$ cat src/sv/hse_pkg.sv
// Package: shared types, constants and the quarter-wave sine table.
`default_nettype none
package hse_pkg;

  localparam int SINE_TABLE_DEPTH = 1024;
  localparam int FULL_TURN = 4 * SINE_TABLE_DEPTH;
  localparam int PW = $clog2(FULL_TURN);
  localparam int TW = $clog2(SINE_TABLE_DEPTH + 1);
  localparam logic [63:0] HALF_PI_Q30 = 64'd1686629713;

  localparam logic [1:0] REG_X_MIN = 2'd0;
  localparam logic [1:0] REG_INV_SPAN = 2'd1;
  localparam logic [1:0] REG_HARM_COUNT = 2'd2;

  localparam logic KIND_LOAD = 1'b0;
  localparam logic KIND_EVAL = 1'b1;

  typedef enum logic [3:0] {
    ST_IDLE, ST_TMUL, ST_TSAT, ST_DMUL, ST_DACC,
    ST_HADDR, ST_HMC, ST_HMS, ST_HACC, ST_FIN
  } state_t;

  typedef enum logic [3:0] {
    DP_NOP, DP_LOAD, DP_START, DP_TMUL, DP_TSAT, DP_DMUL, DP_DACC,
    DP_HADDR, DP_HMC, DP_HMS, DP_HACC, DP_FIN
  } dp_op_t;

  typedef struct packed {
    dp_op_t op;
  } cmd_t;

  typedef struct packed {
    logic multi;
    logic j_last;
    logic out_free;
  } status_t;

  typedef logic [14:0] qtab_t [0:SINE_TABLE_DEPTH];

  function automatic qtab_t build_qtab();
    qtab_t tbl;
    logic [63:0] ang;
    logic [63:0] x2;
    logic [63:0] term;
    logic [63:0] sum;
    logic [63:0] r;
    for (int k = 0; k <= SINE_TABLE_DEPTH; k++) begin
      ang = HALF_PI_Q30 * 64'(k) / SINE_TABLE_DEPTH;
      x2 = (ang * ang) >> 30;
      term = ang;
      sum = ang;
      for (int n = 1; n <= 10; n++) begin
        term = (term * x2) >> 30;
        case (n)
          1: term = term / 64'd6;
          2: term = term / 64'd20;
          3: term = term / 64'd42;
          4: term = term / 64'd72;
          5: term = term / 64'd110;
          6: term = term / 64'd156;
          7: term = term / 64'd210;
          8: term = term / 64'd272;
          9: term = term / 64'd342;
          default: term = term / 64'd420;
        endcase
        if (n % 2 == 1) begin
          sum = (sum >= term) ? sum - term : 64'd0;
        end else begin
          sum = sum + term;
        end
      end
      r = (sum + 64'd16384) >> 15;
      if (r > 64'd32767) begin
        r = 64'd32767;
      end
      tbl[k] = r[14:0];
    end
    return tbl;
  endfunction

endpackage
`default_nettype wire

$ cat src/sv/hse_ctrl.sv
// Controller: sequences normalization, drift and one harmonic at a time.
`default_nettype none
module hse_ctrl (
  input  wire logic             clk,
  input  wire logic             rst,
  input  wire logic             in_valid,
  output logic                  in_ready,
  input  wire logic             kind,
  input  wire hse_pkg::status_t sts,
  output hse_pkg::cmd_t         cmd
);
  import hse_pkg::*;

  state_t state, state_next;

  always_ff @(posedge clk) begin
    if (rst) begin
      state <= ST_IDLE;
    end else begin
      state <= state_next;
    end
  end

  always_comb begin
    state_next = state;
    cmd.op = DP_NOP;
    in_ready = 1'b0;
    unique case (state)
      ST_IDLE: begin
        in_ready = 1'b1;
        if (in_valid) begin
          if (kind == KIND_EVAL) begin
            cmd.op = DP_START;
            state_next = ST_TMUL;
          end else begin
            cmd.op = DP_LOAD;
          end
        end
      end
      ST_TMUL: begin
        cmd.op = DP_TMUL;
        state_next = ST_TSAT;
      end
      ST_TSAT: begin
        cmd.op = DP_TSAT;
        state_next = ST_DMUL;
      end
      ST_DMUL: begin
        cmd.op = DP_DMUL;
        state_next = ST_DACC;
      end
      ST_DACC: begin
        cmd.op = DP_DACC;
        state_next = sts.multi ? ST_HADDR : ST_FIN;
      end
      ST_HADDR: begin
        cmd.op = DP_HADDR;
        state_next = ST_HMC;
      end
      ST_HMC: begin
        cmd.op = DP_HMC;
        state_next = ST_HMS;
      end
      ST_HMS: begin
        cmd.op = DP_HMS;
        state_next = ST_HACC;
      end
      ST_HACC: begin
        cmd.op = DP_HACC;
        state_next = sts.j_last ? ST_FIN : ST_HADDR;
      end
      ST_FIN: begin
        if (sts.out_free) begin
          cmd.op = DP_FIN;
          state_next = ST_IDLE;
        end
      end
      default: state_next = ST_IDLE;
    endcase
  end
endmodule
`default_nettype wire

$ cat config.mk
export PLATFORM = sky130hd
export DESIGN_NAME = hse_ctrl
export DESIGN_NICKNAME = d
export VERILOG_FILES = /design/src/sv/hse_pkg.sv /design/src/sv/hse_ctrl.sv
export SDC_FILE = /design/constraint.sdc
export NUM_CORES = 1
export LEC_CHECK = 0
export BUFFER_PORTS_ARGS = -buffer_cell sky130_fd_sc_hd__buf_2
export CORE_UTILIZATION = 25
export DETAILED_ROUTE_END_ITERATION = 6
export HOLD_SLACK_MARGIN = 0.15
export PLACE_DENSITY = 0.43
export SLEW_MARGIN = 20
export SYNTH_ARGS = -nofsm -noshare
export SYNTH_HDL_FRONTEND = slang
export SYNTH_SLANG_ARGS = --single-unit
$ cat constraint.sdc
create_clock -name clk -period 2.3 [get_ports clk]
set_input_delay 0.46 -clock clk [delete_from_list [all_inputs] [get_ports clk]]
set_output_delay 0.46 -clock clk [all_outputs]
set_load 0.02 [all_outputs]
==> flow_metrics.py <==
metrics = {
    "clocking": {
        "clk_pin_slew_ns": 0.04,
        "htreeDepth": 1,
        "cts_root_buffer": "clkbuf_4",
        "cts_setup_buffers": 0,
        "cts.path.max_buffers": 2,
        "cts_sinks": 4,
        "cts_resized": 0,
        "ctsHoldBuffers": 0,
        "tritoncts": "done",
        "numCtsBuffers": 3,
        "insertion_delay_ns": 0.23,
    },
    "cells_and_area": {
        "top_regs": "state: 4 flops",
        "drive_above_1_share_pct": 37.3,
        "num-nets-final": 60,
        "final-seq-area_um2": 80.1,
        "syn_to_final_growth_pct": 16.5,
        "nFillCells": 152,
        "multi_input_comb_area_um2": 235,
        "top_register": "state",
        "largest_reg_flops": 4,
        "diodes": 0,
    },
    "setup_path": {
        "crit_type": "reg -> out",
        "critPathArrivalTime_ns": 1.36,
        "worst_ep_required_time_ns": 1.84,
        "critPathSlowestCell": "dfxtp_1",
        "crit_family": "flip-flops",
        "cp-start-kind": "flip-flop",
        "max_stage_delay_ns": 0.60,
        "critPathMaxFanout": 10,
        "crit_buf_inv": 1,
        "crit_path_end_kind": "output pin",
        "path_cells": "nor2_4, a21boi_0, o21ai_0, buf_2",
    },
    "sta": {
        "period_share_pct": 79.3,
        "period_minus_slack_ns": 1.82,
        "finalMaxSlewViolations": 0,
        "hold_violations": 0,
        "worst_clock_skew_ns": 0.000883,
        "rsz0062_at_grt": "false",
        "tightest_slew_ns": 0.473,
        "totalNegativeSetupSlack_ns": 0,
        "setup_violations": 0,
        "slew_headroom_pct": 68.4,
        "max_freq_mhz": 548,
    },
    "floorplan": {
        "die_area_um2": 1580,
        "core_area_um2": 1320,
        "fp-row-count": 13,
        "chipWidth_um": 39.8,
        "die_y_um": 39.8,
        "start_util_pct": 27.1,
        "ioPinCount": 12,
    },
    "power": {
        "power.total_mw": 0.248,
        "vdd_drop_max_mv": 0.275,
        "p_leak_nw": 0.156,
        "power_density_nw_per_um2": 596,
    },
    "global_routing": {
        "grt_antenna_before_repair": 0,
        "grt_pass1_vias": 288,
        "grt_usage_pct": 12.3,
        "grt_max_degree": 16,
        "grt_pass1_wl_um": 1220,
        "grt_overflow": 0,
    },
    "job": {
        "maxCapViolations": 0,
    },
    "synthesis": {
        "synth.top_cells.by_count": "dfxtp_1 (4), nor2_1 (3), nor3_1 (3)",
        "synth_area_per_cell_um2": 8.70,
        "synthMostInstantiatedCell": "dfxtp_1",
        "syn_inst": 41,
        "synth_area_um2": 357,
        "synth-seq-cells": 4,
        "synth-edff-count": 0,
        "syn_nets": 48,
        "yosys_warnings": 0,
        "async_flop_share_pct": 0,
        "ys_seq_area_share_pct": 22.5,
        "synth.area.top_cells": "dfxtp_1 (22%), a2111oi_2 (8.4%), buf_6 (6.3%), xnor2_1 (4.9%), o32ai_2 (4.6%)",
        "synth_area_leader_cell": "dfxtp_1",
        "synth_flop_cell": "dfxtp_1",
        "synth.distinct_cells": 25,
        "yosysTopAreaCellShare_pct": 22.5,
    },
    "drt": {
        "wl_per_cell_um": 11.4,
        "vias": 327,
        "routed_via_density": 4.95,
        "firstDrtPassIters": 2,
        "drc": 0,
        "drtIter0Drc": 1,
        "routed_wl_um": 752,
        "drtAntennaViolNets": 0,
    },
    "placed_design": {
        "gp_congestion": 0.658,
        "io_buffers": 11,
    },
    "hold_path": {
        "hold_class": "in -> reg",
    },
    "outcome": {
        "status": "finished, final reports clean",
    },
}
[layout by cell type, fill, tap and decap left out, drive strengths merged, types with 2 or more instances in the layout]
cell	instances
a2111oi	3
buf	11
a21oi	2
nor3	3
xnor2	2
nand2	2
nor2b	2
nand3	2
o21a	2
dfxtp	4
clkbuf	3
o22ai	2
nor2	4
[final timing paths]
kind | from | endpoint | slack [ns] | cells past startpoint
hold / removal | rst | state[0]$_SDFFE_PP0P_ | 0.48 | 2
setup / recovery | state[1]$_SDFFE_PP0P_ | cmd[0] | 0.48 | 4
hold reg to reg | state[0]$_SDFFE_PP0P_ | state[1]$_SDFFE_PP0P_ | 0.68 | 2
setup reg to reg | state[1]$_SDFFE_PP0P_ | state[2]$_SDFFE_PP0P_ | 1.06 | 3
[worst register-to-register path: stages, from the launching register on]
cell and delay [ns]:
dfxtp_1 0.60, nor2_4 0.11, or3_1 0.33, o22ai_1 0.12
[power by group]
group / switching [mW] / total [mW] / internal, mW / leakage (nW)
logic: 0.0389 / 0.0725 / 0.0336 / 0.110
registers: 0.0144 / 0.0885 / 0.0741 / 0.0326
clock network: 0.0283 / 0.0867 / 0.0583 / 0.0138
[stage by stage]
stage | hold WS, ns | util [%] | setup slack [ns] | cells | area [um^2]
2_1_floorplan | 0.526 | - | 0.640 | 41 | 357
3_3_place_gp | 0.693 | 29.8 | 0.616 | 63 | 393
3_5_place_dp | 0.671 | 29.8 | 0.620 | 63 | 393
4_1_cts | 0.469 | 31.5 | 0.442 | 66 | 415
5_1_grt | 0.484 | 31.5 | 0.325 | 66 | 415
6_report | 0.475 | 31.5 | 0.475 | 66 | 415
[cell families after synthesis]
logic type / synth area share [%]
flip-flops: 22.5
AND/OR/NAND/NOR: 28.8
multiplexers: 2.81
buffers and inverters: 11.6
XOR/XNOR: 4.91
AO/OA/AOI/OAI: 29.5
[routing by layer]
metal	part of all wire, %	wire length [um]	GRT usage, %	vias to the layer above
met4	0	0	0	0
met1	47	351	15.2	144
met3	8.2	62	8.52	0
li1	-	-	-	173
met5	0	0	0	-
met2	45	339	18.4	10
[cell type report]
type                            instances  area share, %
Inverter                                1          0.904
Timing Repair Buffer                   11           13.3
Sequential cell                         4           19.3
Tap cell                               15           4.52
Clock buffer                            3           5.42
Multi-Input combinational cell         32           56.6
(Power assumes the default switching activity.)
